$ cat src/hw/rtl/fram_pkg.sv
// ----------------------------------------------------------------------------
// fram_pkg
// Types, codes and defaults shared by the register ALU machine.
// ----------------------------------------------------------------------------
package fram_pkg;

    localparam int DEF_NUM_REGS   = 4;
    localparam int DEF_DATA_WIDTH = 32;

    localparam int REG_SEL_W = 2;
    localparam int IMM_W     = 32;
    localparam int OUT_W     = 32;

    typedef enum logic [2:0] {
        CMD_LOAD = 3'd0,
        CMD_OUT  = 3'd1,
        CMD_MOVE = 3'd2,
        CMD_ADD  = 3'd3,
        CMD_SUB  = 3'd4,
        CMD_DIV  = 3'd5,
        CMD_MUL  = 3'd6
    } t_cmd;

    typedef enum logic [1:0] {
        ST_VALUE    = 2'd0,
        ST_DIV_ZERO = 2'd1,
        ST_DIV_OVF  = 2'd2
    } t_status;

    typedef enum logic [1:0] {
        MDU_ADD,
        MDU_SUB,
        MDU_MUL,
        MDU_DIV
    } t_mdu_op;

    typedef struct packed {
        logic    start;
        t_mdu_op op;
    } t_mdu_ctl;

    typedef struct packed {
        logic [2:0]              command;
        logic [REG_SEL_W-1:0]    dest_reg;
        logic [REG_SEL_W-1:0]    src_reg;
        logic signed [IMM_W-1:0] immediate;
    } t_in;

    typedef struct packed {
        logic signed [OUT_W-1:0] out_value;
        t_status                 status;
    } t_out;

endpackage

$ cat src/hw/rtl/four_register_alu_machine.sv
// Load, move and unused codes finish after the register read; output and divide faults
// pass through S_FIN into the output register; add, subtract, multiply and divide run
// in the shared unit, multiply and divide one bit per cycle. One instruction is in flight
// at a time; a result held by a stalled output delays the next result-producing instruction.
// Synchronous active-low reset empties the register file and the output register.
// ----------------------------------------------------------------------------
// four_register_alu_machine
// Small register-file machine: register file with valid bits, a sequencer and
// a shared iterative arithmetic unit behind an output register.
// ----------------------------------------------------------------------------
module four_register_alu_machine #(
    parameter int NUM_REGS   = fram_pkg::DEF_NUM_REGS,
    parameter int DATA_WIDTH = fram_pkg::DEF_DATA_WIDTH
) (
    input  logic           i_clk,
    input  logic           i_rst_n,
    input  logic           i_in_valid,
    output logic           o_in_stall,
    input  fram_pkg::t_in  i_in,
    output logic           o_out_valid,
    input  logic           i_out_stall,
    output fram_pkg::t_out o_out
);
    import fram_pkg::*;

    localparam int IW = (NUM_REGS > 1) ? $clog2(NUM_REGS) : 1;
    localparam int XW = (IW > REG_SEL_W) ? IW : REG_SEL_W;
    localparam logic [DATA_WIDTH-1:0] W_SIGN = {1'b1, {(DATA_WIDTH-1){1'b0}}};

    typedef enum logic [1:0] {
        S_IDLE,
        S_READ,
        S_EXEC,
        S_FIN
    } t_state;

    t_state                   r_state;
    logic [2:0]               r_cmd;
    logic [IW-1:0]            r_dst;
    logic                     r_dst_ok;
    logic signed [IMM_W-1:0]  r_imm;
    logic                     r_a_ok;
    logic                     r_b_ok;
    logic [DATA_WIDTH-1:0]    r_rd_a;
    logic [DATA_WIDTH-1:0]    r_rd_b;
    logic                     r_neg;
    logic                     r_emit;
    logic                     r_wr;
    t_out                     r_res;
    logic                     r_ov;
    t_out                     r_out;
    logic [NUM_REGS-1:0]      r_vld;
    logic [DATA_WIDTH-1:0]    r_mem [NUM_REGS];

    logic [XW-1:0]            dst_x;
    logic [XW-1:0]            src_x;
    logic                     dst_in;
    logic                     src_in;
    logic                     accept;
    logic [DATA_WIDTH-1:0]    op_a;
    logic [DATA_WIDTH-1:0]    op_b;
    logic [DATA_WIDTH-1:0]    mag_a;
    logic [DATA_WIDTH-1:0]    mag_b;
    logic                     div_zero;
    logic                     div_ovf;
    logic                     mem_we;
    logic [DATA_WIDTH-1:0]    mem_wdata;
    t_mdu_ctl                 mdu_ctl;
    logic [DATA_WIDTH-1:0]    mdu_x;
    logic [DATA_WIDTH-1:0]    mdu_y;
    logic                     mdu_done;
    logic [DATA_WIDTH-1:0]    mdu_res;
    logic                     out_free;
    logic                     out_load;

    assign dst_x  = XW'(i_in.dest_reg);
    assign src_x  = XW'(i_in.src_reg);
    assign dst_in = {1'b0, dst_x} < (XW+1)'(NUM_REGS);
    assign src_in = {1'b0, src_x} < (XW+1)'(NUM_REGS);

    assign o_in_stall = (r_state != S_IDLE);
    assign accept     = i_in_valid && !o_in_stall;
    assign out_free   = !r_ov || !i_out_stall;
    assign out_load   = (r_state == S_FIN) && r_emit && out_free;

    // missing or never-written registers read as zero
    assign op_a     = r_a_ok ? r_rd_a : '0;
    assign op_b     = r_b_ok ? r_rd_b : '0;
    assign mag_a    = op_a[DATA_WIDTH-1] ? -op_a : op_a;
    assign mag_b    = op_b[DATA_WIDTH-1] ? -op_b : op_b;
    assign div_zero = (op_b == '0);
    assign div_ovf  = (op_a == W_SIGN) && (op_b == '1);

    always_comb begin
        mem_we    = 1'b0;
        mem_wdata = op_b;
        mdu_ctl   = '{start: 1'b0, op: MDU_ADD};
        mdu_x     = op_a;
        mdu_y     = op_b;
        if (r_state == S_READ) begin
            case (r_cmd)
                CMD_LOAD: begin
                    mem_we    = r_dst_ok;
                    mem_wdata = DATA_WIDTH'(r_imm);
                end
                CMD_MOVE: begin
                    mem_we = r_dst_ok;
                end
                CMD_ADD: begin
                    mdu_ctl = '{start: 1'b1, op: MDU_ADD};
                end
                CMD_SUB: begin
                    mdu_ctl = '{start: 1'b1, op: MDU_SUB};
                end
                CMD_MUL: begin
                    mdu_ctl = '{start: 1'b1, op: MDU_MUL};
                end
                CMD_DIV: begin
                    if (!div_zero && !div_ovf) begin
                        mdu_ctl = '{start: 1'b1, op: MDU_DIV};
                        mdu_x   = mag_a;
                        mdu_y   = mag_b;
                    end
                end
                default: ;
            endcase
        end else if (r_state == S_FIN && r_wr) begin
            mem_we    = r_dst_ok;
            mem_wdata = r_neg ? -mdu_res : mdu_res;
        end
    end

    fram_mdu #(
        .W (DATA_WIDTH)
    ) u_mdu (
        .i_clk   (i_clk),
        .i_rst_n (i_rst_n),
        .i_ctl   (mdu_ctl),
        .i_op_x  (mdu_x),
        .i_op_y  (mdu_y),
        .o_done  (mdu_done),
        .o_res   (mdu_res)
    );

    always_ff @(posedge i_clk) begin
        if (mem_we) begin
            r_mem[r_dst] <= mem_wdata;
        end
        if (accept) begin
            r_rd_a <= r_mem[dst_x[IW-1:0]];
            r_rd_b <= r_mem[src_x[IW-1:0]];
        end
    end

    always_ff @(posedge i_clk) begin
        if (!i_rst_n) begin
            r_state <= S_IDLE;
            r_ov    <= 1'b0;
            r_vld   <= '0;
        end else begin
            if (out_load) begin
                r_ov <= 1'b1;
            end else if (!i_out_stall) begin
                r_ov <= 1'b0;
            end
            if (mem_we) begin
                r_vld[r_dst] <= 1'b1;
            end
            case (r_state)
                S_IDLE: begin
                    if (accept) begin
                        r_cmd    <= i_in.command;
                        r_dst    <= dst_x[IW-1:0];
                        r_dst_ok <= dst_in;
                        r_imm    <= i_in.immediate;
                        r_a_ok   <= dst_in && r_vld[dst_x[IW-1:0]];
                        r_b_ok   <= src_in && r_vld[src_x[IW-1:0]];
                        r_state  <= S_READ;
                    end
                end
                S_READ: begin
                    case (r_cmd)
                        CMD_OUT: begin
                            r_emit  <= 1'b1;
                            r_wr    <= 1'b0;
                            r_neg   <= 1'b0;
                            r_res   <= '{out_value: OUT_W'(op_a), status: ST_VALUE};
                            r_state <= S_FIN;
                        end
                        CMD_ADD, CMD_SUB, CMD_MUL: begin
                            r_emit  <= 1'b0;
                            r_wr    <= 1'b1;
                            r_neg   <= 1'b0;
                            r_state <= S_EXEC;
                        end
                        CMD_DIV: begin
                            r_emit <= div_zero || div_ovf;
                            r_wr   <= !(div_zero || div_ovf);
                            r_neg  <= op_a[DATA_WIDTH-1] ^ op_b[DATA_WIDTH-1];
                            if (div_zero) begin
                                r_res   <= '{out_value: '0, status: ST_DIV_ZERO};
                                r_state <= S_FIN;
                            end else if (div_ovf) begin
                                r_res   <= '{out_value: '0, status: ST_DIV_OVF};
                                r_state <= S_FIN;
                            end else begin
                                r_state <= S_EXEC;
                            end
                        end
                        default: begin
                            r_state <= S_IDLE;
                        end
                    endcase
                end
                S_EXEC: begin
                    if (mdu_done) begin
                        r_state <= S_FIN;
                    end
                end
                S_FIN: begin
                    if (!r_emit) begin
                        r_state <= S_IDLE;
                    end else if (out_free) begin
                        // hold until the output register can take the beat
                        r_out   <= r_res;
                        r_state <= S_IDLE;
                        if (r_cmd == CMD_OUT) begin
                            r_vld <= '0;
                        end
                    end
                end
                default: begin
                    r_state <= S_IDLE;
                end
            endcase
        end
    end

    assign o_out_valid = r_ov;
    assign o_out       = r_out;

endmodule

$ cat src/hw/rtl/fram_mdu.sv
// ----------------------------------------------------------------------------
// fram_mdu
// Shared iterative arithmetic unit: one adder serves add and subtract in one
// step, shift-add multiply and restoring unsigned divide in W steps.
// ----------------------------------------------------------------------------
module fram_mdu #(
    parameter int W = fram_pkg::DEF_DATA_WIDTH
) (
    input  logic                i_clk,
    input  logic                i_rst_n,
    input  fram_pkg::t_mdu_ctl  i_ctl,
    input  logic [W-1:0]        i_op_x,
    input  logic [W-1:0]        i_op_y,
    output logic                o_done,
    output logic [W-1:0]        o_res
);
    import fram_pkg::*;

    localparam int CW = $clog2(W + 1);

    logic          r_busy;
    logic          r_done;
    t_mdu_op       r_op;
    logic [CW-1:0] r_cnt;
    logic [W-1:0]  r_acc;
    logic [W-1:0]  r_x;
    logic [W-1:0]  r_y;

    logic [W:0]    add_a;
    logic [W:0]    add_b;
    logic          sub;
    logic [W+1:0]  sum;
    logic [W-1:0]  n_acc;
    logic [W-1:0]  n_x;
    logic [W-1:0]  n_y;
    logic          start_acc;

    // operand select for the one adder
    always_comb begin
        add_a = {1'b0, r_acc};
        add_b = {1'b0, r_x};
        sub   = 1'b0;
        case (r_op)
            MDU_SUB: begin
                sub = 1'b1;
            end
            MDU_DIV: begin
                add_a = {r_acc, r_x[W-1]};
                add_b = {1'b0, r_y};
                sub   = 1'b1;
            end
            default: ;
        endcase
    end

    // top bit set on subtract means borrow
    assign sum = {1'b0, add_a} + ({1'b0, add_b} ^ {(W+2){sub}}) + (W+2)'(sub);

    always_comb begin
        n_acc = r_acc;
        n_x   = r_x;
        n_y   = r_y;
        case (r_op)
            MDU_ADD, MDU_SUB: begin
                n_acc = sum[W-1:0];
            end
            MDU_MUL: begin
                if (r_y[0]) begin
                    n_acc = sum[W-1:0];
                end
                n_x = r_x << 1;
                n_y = r_y >> 1;
            end
            MDU_DIV: begin
                // restore on borrow
                n_acc = sum[W+1] ? add_a[W-1:0] : sum[W-1:0];
                n_x   = {r_x[W-2:0], ~sum[W+1]};
            end
            default: ;
        endcase
    end

    assign start_acc = (i_ctl.op == MDU_ADD) || (i_ctl.op == MDU_SUB);

    always_ff @(posedge i_clk) begin
        if (!i_rst_n) begin
            r_busy <= 1'b0;
            r_done <= 1'b0;
        end else begin
            r_done <= 1'b0;
            if (i_ctl.start) begin
                r_busy <= 1'b1;
                r_op   <= i_ctl.op;
                r_cnt  <= start_acc ? CW'(1) : CW'(W);
                r_acc  <= start_acc ? i_op_x : '0;
                r_x    <= start_acc ? i_op_y : i_op_x;
                r_y    <= i_op_y;
            end else if (r_busy) begin
                r_acc <= n_acc;
                r_x   <= n_x;
                r_y   <= n_y;
                r_cnt <= r_cnt - CW'(1);
                if (r_cnt == CW'(1)) begin
                    r_busy <= 1'b0;
                    r_done <= 1'b1;
                end
            end
        end
    end

    assign o_done = r_done;
    assign o_res  = (r_op == MDU_DIV) ? r_x : r_acc;

endmodule

$ cat config.mk
export PLATFORM = sky130hd
export DESIGN_NAME = four_register_alu_machine
export DESIGN_NICKNAME = d
export VERILOG_FILES = /design/src/hw/rtl/fram_pkg.sv /design/src/hw/rtl/four_register_alu_machine.sv /design/src/hw/rtl/fram_mdu.sv
export SDC_FILE = /design/constraint.sdc
export NUM_CORES = 1
export LEC_CHECK = 0
export BUFFER_PORTS_ARGS = -buffer_cell sky130_fd_sc_hd__buf_2
export CORE_UTILIZATION = 51
export DETAILED_ROUTE_END_ITERATION = 8
export PLACE_DENSITY_LB_ADDON = 0.08
export SYNTH_ARGS = -nofsm -noshare
export SYNTH_HDL_FRONTEND = slang
export SYNTH_SLANG_ARGS = --single-unit
$ cat constraint.sdc
create_clock -name i_clk -period 9.63 [get_ports i_clk]
set_clock_uncertainty 0.1 [all_clocks]
set_input_delay 0.963 -clock i_clk [delete_from_list [all_inputs] [get_ports i_clk]]
set_output_delay 0.963 -clock i_clk [all_outputs]
set_load 0.01 [all_outputs]
==> flow_summary.json, run 1 <==
{
  "grt_use_total_pct": 32.1,
  "holdCritPathClass": "reg2reg",
  "p_per_area_nw_per_um2": 178,
  "postCtsHoldBufs": 0,
  "min_delay_worst_endpoint": "o_out[30]",
  "yosysTopAreaCell": "edfxtp_1",
  "ff2ff_path_depth": 15,
  "clock-sinks": 415,
  "vdd_drop_max_mv": 0.189,
  "ys.flop_type": "edfxtp_1",
  "synthCells": 1947,
  "crit_path_end_kind": "flop",
  "fillCellCount": 3626,
  "antenna_cells": 0,
  "vias_per_cell": 6.54,
  "fin_nets": 2067,
  "min_period_ns": 5.28,
  "clock_path_buffers": 3,
  "ys_seq_area_share_pct": 55.1,
  "hp-start": "r_res[30]",
  "worst-setup-path-type": "reg2reg",
  "synthDominantCellAreaShare_pct": 54.3,
  "cap_violations": 0,
  "hold_viol_final": 0,
  "synth_area_sq_um": 22500,
  "die_x_um": 212,
  "clockRootBuffer": "clkbuf_16",
  "yosys-top-cells-area": "edfxtp_1 (54%), mux4_2 (6.6%), nand2_1 (4.9%)",
  "dpl.hpwl_um": 50600,
  "cp.arrival_ns": 5.65,
  "core_sq_um": 43300,
  "cts_setup_buffers": 0,
  "async_flop_share_pct": 0,
  "port_buffers": 78,
  "ant_nets": 0,
  "clkLatencyLatePin_ns": 0.61,
  "yosys_warnings": 0,
  "finalSetupTns_ns": 0,
  "fmax_mhz": 189,
  "first_pass_iters": 8,
  "min_path_cells": 0,
  "timing.rr.start": "u_mdu.r_op[1]",
  "yosys_register_bits": 415,
  "cts-buffers-inserted": 45,
  "max-slew-margin-rel_pct": 16.4,
  "min_period_over_period_pct": 54.8,
  "drtIter0Drc": 2374,
  "wl_per_cell_um": 27.2,
  "grt_max_degree": 71,
  "grt_pass1_wl_um": 104000,
  "grt_overflow": 0,
  "status": "complete, no violations",
  "place.gp.congestion": 0.938,
  "power.total_uw": 4440,
  "r2r-end": "u_mdu.r_acc[27]",
  "cts_tree": "built",
  "ctsResizeCount": 0,
  "rrSetupSlack_ns": 4.35,
  "clk_pin_slew_worst_paths_ns": 0.06,
  "worst_setup_path_start_kind": "flop",
  "routed_wl_um": 70800,
  "synth_nets": 2029,
  "synth_area_per_cell_sq_um": 11.5,
  "htreeDepth": 2,
  "drive_above_1_share_pct": 13.7,
  "die-area_sq_um": 44900,
  "synth_edf_count": 406,
  "rsz0062_at_grt": "no",
  "worst_pin_slew_ns": 1.24,
  "rows": 76,
  "grt_pass1_vias": 15700,
  "required_ns": 10.00,
  "post-route-drc-count": 0,
  "io_pins": 79,
  "yosysUniqueCellTypes": 79,
  "power.leakage_uw": 0.00907,
  "die_h_um": 212,
  "setup-violations-final": 0,
  "num_vias": 17000,
  "crit_path_max_fanout": 57,
  "antenna_found_initial": 1,
  "area_delta_synth_final_pct": 10.9,
  "slew_violations": 0,
  "initial_utilization_pct": 51.9
}
[cell families (layout without fill, tap and decap cells)]
group | count (synthesis) | in the layout | synth area share, %
and+or+nand+nor | 685 | 685 | 13.9
AOI/OAI and AO/OA | 442 | 442 | 13.3
DFF | 415 | 415 | 55.1
buffers and inverters | 148 | 222 | 2.64
muxes | 116 | 116 | 8.89
xor gates and xnor gates | 102 | 102 | 3.98
adders and majority gates | 39 | 39 | 2.21
[layout make-up]
class | count | area [sq um] | share of cell area [%]
Clock inverter | 26 | 304 | 1.22
Timing Repair Buffer | 110 | 631 | 2.53
Multi-Input combinational cell | 1384 | 9580 | 38.5
Sequential cell | 415 | 12400 | 49.7
Clock buffer | 57 | 1180 | 4.74
Tap cell | 585 | 732 | 2.94
Inverter | 29 | 109 | 0.437
[sequential cells by signal, summed over array words and instances (netlist names), 2 cells and up, named ones only]
name and cells:
u_mdu.r_cnt 6, u_mdu.r_op 2, u_mdu.r_y 32, o_out 34
r_res 34, r_rd_b 32, r_mem 128, r_rd_a 32
r_dst 2, u_mdu.r_x 32, u_mdu.r_acc 32, r_imm 32
r_vld 4, r_cmd 3
[placed cells by master (no fill, tap or decap), drive strengths merged, types with 18 or more instances in the layout]
| master | n |
|---|---|
| inv | 30 |
| and3 | 44 |
| o21ai | 92 |
| xnor2 | 67 |
| o31ai | 20 |
| nor2 | 154 |
| a21oi | 93 |
| ha | 38 |
| clkinv | 18 |
| xor2 | 35 |
| a211oi | 19 |
| o22ai | 35 |
| o221ai | 33 |
| a21o | 27 |
| mux4 | 66 |
| nor3 | 49 |
| nand3 | 35 |
| clkbuf | 57 |
| buf | 110 |
| nand2 | 294 |
| edfxtp | 406 |
| mux2i | 42 |
[critical path, stage by stage (launching register included)]
cell and delay [ns]:
edfxtp_1 0.63, nand2_4 0.49, buf_4 0.68, o22ai_1 0.16, a21o_1 0.21, ha_1 0.35
nand2_1 0.12, nand2_1 0.06, a21o_1 0.17, a21oi_1 0.32, and3_1 0.22, nand3_1 0.14
and2_1 0.18, buf_4 0.23, nor2_1 0.74, a221o_1 0.28
[per-layer routing]
| metal | vias up | GRT usage [%] | routed length, um | part of all wire, % |
|---|---|---|---|---|
| met3 | 107 | 5.19 | 7220 | 10 |
| li1 | 7556 | - | - | - |
| met5 | - | 0 | 0 | 0 |
| met2 | 993 | 45.4 | 30300 | 43 |
| met1 | 8385 | 50.0 | 31200 | 44 |
| met4 | 0 | 10.3 | 2080 | 2.9 |
[cell usage after synthesis, types with 7 or more instances]
library cell  number
a21o_1            27
inv_1             28
nor2_1           152
edfxtp_1         406
o21ai_0           68
o211ai_1           9
a221o_1           16
and2_1            13
o21a_1            12
o221ai_1          33
or2_2              8
buf_1             14
dfxtp_1            9
a221oi_1          11
nand3_1           35
mux4_2            66
a211oi_1          19
a21oi_1           93
nor2b_1            8
or3_1             14
o31ai_1           20
nand4_1           12
nand2_1          293
xnor2_1           67
o21ai_1           24
nand2b_1          15
nor4_1            12
mux2i_1           42
a21boi_0           7
ha_1              38
or4_1             11
o41ai_1            7
and3_1            44
o22ai_1           35
xor2_1            35
buf_2             15
nor3_1            49
clkbuf_1          85
[how the worst max path moves through the flow]
stage / startpoint / to / cells past startpoint
floorplan: u_mdu.r_op[1] / u_mdu.r_acc[23] / 18
global placement: u_mdu.r_op[1] / u_mdu.r_acc[15] / 15
detailed placement: u_mdu.r_op[1] / u_mdu.r_acc[15] / 15
CTS: u_mdu.r_op[1] / u_mdu.r_acc[31] / 15
global route: u_mdu.r_op[1] / u_mdu.r_acc[18] / 15
finish: u_mdu.r_op[1] / u_mdu.r_acc[27] / 15
[per-stage QoR]
| stage | cells | utilization (%) | setup slack (ns) | area [sq um] | hold WS, ns |
|---|---|---|---|---|---|
| 3_3_place_gp | 2523 | 54.1 | 4.59 | 23400 | 0.301 |
| 6_report | 2606 | 57.6 | 4.35 | 24900 | 0.318 |
| 2_1_floorplan | 1947 | - | 4.18 | 22500 | 0.300 |
| 3_5_place_dp | 2523 | 54.1 | 4.40 | 23400 | 0.305 |
| 5_1_grt | 2606 | 57.6 | 4.00 | 24900 | 0.322 |
| 4_1_cts | 2606 | 57.6 | 4.38 | 24900 | 0.317 |
[power breakdown]
group | internal, uW | leakage (uW) | switching [uW]
clock | 1010 | 0.000715 | 732
combinational | 191 | 0.00455 | 338
sequential | 2080 | 0.00381 | 87.3
Note: power is estimated with default switching activity, not from simulation.
==> inputs of run 2 (changes only) <==
clock period = 5.4 ns   (was 9.63 ns; I/O delays follow)
==> run 2 against run 1 <==
Effect of this change: register-to-register slack worse by 4.0 ns; routed wire length is 1.3% lower; design area is 1.2% higher; fmax is 5.4% higher; sequential power is 78% higher; utilization is 0.69 points higher; first-iteration DRC count is 8.5% lower; critical endpoint is now r_mem[3][26]; clock-buffer cell count is 7 lower.
==> flow_summary.json, run 2 (synthesis results as in run 1) <==
{
  "max-slew-margin-rel_pct": 15.9,
  "port_buffers": 78,
  "area_delta_synth_final_pct": 12.2,
  "io_pins": 79,
  "rows": 76,
  "die_x_um": 212,
  "core_sq_um": 43300,
  "cts-buffers-inserted": 44,
  "die_h_um": 212,
  "clock-sinks": 415,
  "htreeDepth": 2,
  "grt_pass1_wl_um": 103000,
  "initial_utilization_pct": 51.9,
  "cts_tree": "built",
  "place.gp.congestion": 0.987,
  "die-area_sq_um": 44900,
  "fin_nets": 2101,
  "largest_register": "r_mem",
  "vdd_drop_max_mv": 0.304,
  "wl_per_cell_um": 26.4,
  "cp.arrival_ns": 5.22,
  "routed_wl_um": 69900,
  "clk_pin_slew_worst_paths_ns": 0.06,
  "max_stage_delay_ns": 0.59,
  "slew_violations": 0,
  "clock_path_buffers": 3,
  "final_cell_mix": "edfxtp_1 (406), nand2_1 (292), nor2_1 (149)",
  "post-route-drc-count": 0,
  "fmax_mhz": 200,
  "largest_reg_flops": 128,
  "crit_path_end_kind": "flop",
  "hold_viol_final": 0,
  "grt_use_total_pct": 31.6,
  "antenna_found_initial": 1,
  "required_ns": 5.61,
  "power.leakage_uw": 0.00922,
  "clockRootBuffer": "clkbuf_16",
  "dpl.hpwl_um": 50800,
  "crit_buf_inv": 1,
  "worst-setup-path-type": "reg2reg",
  "path_cells": "nand2_4, buf_12, mux2i_1, ha_1, nand2_1, nor4_1, o221ai_1, or3b_1, o21ai_1, xnor2_1, a221oi_1",
  "final_common_cell": "edfxtp_1",
  "vias_per_cell": 6.47,
  "grt_max_degree": 70,
  "cts_setup_buffers": 0,
  "worst_pin_slew_ns": 1.25,
  "ant_nets": 0,
  "drtIter0Drc": 2173,
  "drive_above_1_share_pct": 14.4,
  "holdCritPathClass": "in2reg",
  "setup-violations-final": 0,
  "min_period_over_period_pct": 92.7,
  "cap_violations": 0,
  "p_per_area_nw_per_um2": 311,
  "worst_setup_path_start_kind": "flop",
  "status": "complete, no violations",
  "crit_path_max_fanout": 47,
  "first_pass_iters": 5,
  "clkLatencyLatePin_ns": 0.61,
  "cp_top_family": "simple AND/OR/NAND/NOR gates",
  "rsz0062_at_grt": "no",
  "num_vias": 17100,
  "min_period_ns": 5.01,
  "finalSetupTns_ns": 0,
  "slowest_stage": "or3b_1",
  "holdWs_ns": 0.0241,
  "grt_overflow": 0,
  "grt_pass1_vias": 16200
}
==> run 2: metal layers <==
metal	share of wire (%)	vias to the layer above	track usage, %
li1	-	7619	-
met1	44	8488	47.8
met3	9.3	117	4.90
met5	0	-	0
met4	2.9	0	9.70
met2	43	875	46.9
==> run 2: repair_timing <==
item	CTS	global route
hold endpoints to repair	18	0
setup endpoints to repair	0	0
hold buffers	18	0
resized for setup	0	0
==> run 2: area by class of cell <==
type / count / area, sq um
Fill cell: 3598 / 18100
Sequential cell: 415 / 12400
Multi-Input combinational cell: 1384 / 9580
Clock buffer: 50 / 1120
Timing Repair Buffer: 145 / 976
Tap cell: 585 / 732
Clock inverter: 32 / 312
Inverter: 29 / 109
Antenna cell: 2 / 5.00
==> run 2: final timing paths <==
path         cells past startpoint     startpoint            to  slack, ns
max                             11  u_mdu.r_op[0]  r_mem[3][26]       0.39
min                              1       i_in[19]     r_imm[19]       0.02
max reg2reg                     11  u_mdu.r_op[0]  r_mem[3][26]       0.39
min reg2reg                      0       r_res[5]      o_out[5]       0.31
==> run 2: worst register-to-register path, stage by stage, from the launching register on <==
cell and delay, ns:
edfxtp_1 0.58, nand2_4 0.45, buf_12 0.31, mux2i_1 0.47, ha_1 0.29, nand2_1 0.09, nor4_1 0.50, o221ai_1 0.51
or3b_1 0.59, o21ai_1 0.20, xnor2_1 0.09, a221oi_1 0.54
==> run 2: per-stage QoR <==
stage	worst slack, ns	std cells	power, uW	cell area (sq um)	util, %
2_1_floorplan	0.0938	1947	4500	22500	-
3_3_place_gp	0.572	2540	4830	23600	54.5
3_5_place_dp	0.463	2540	4840	23600	54.5
4_1_cts	0.452	2640	7850	25200	58.3
5_1_grt	0.0902	2641	8060	25200	58.3
6_report	0.393	2642	7830	25200	58.3
==> run 2: where the power goes <==
part	internal, uW	total [uW]	switching [uW]
logic	354	945	591
clock network	1710	3020	1310
registers	3710	3860	157
total	5770	7830	2060
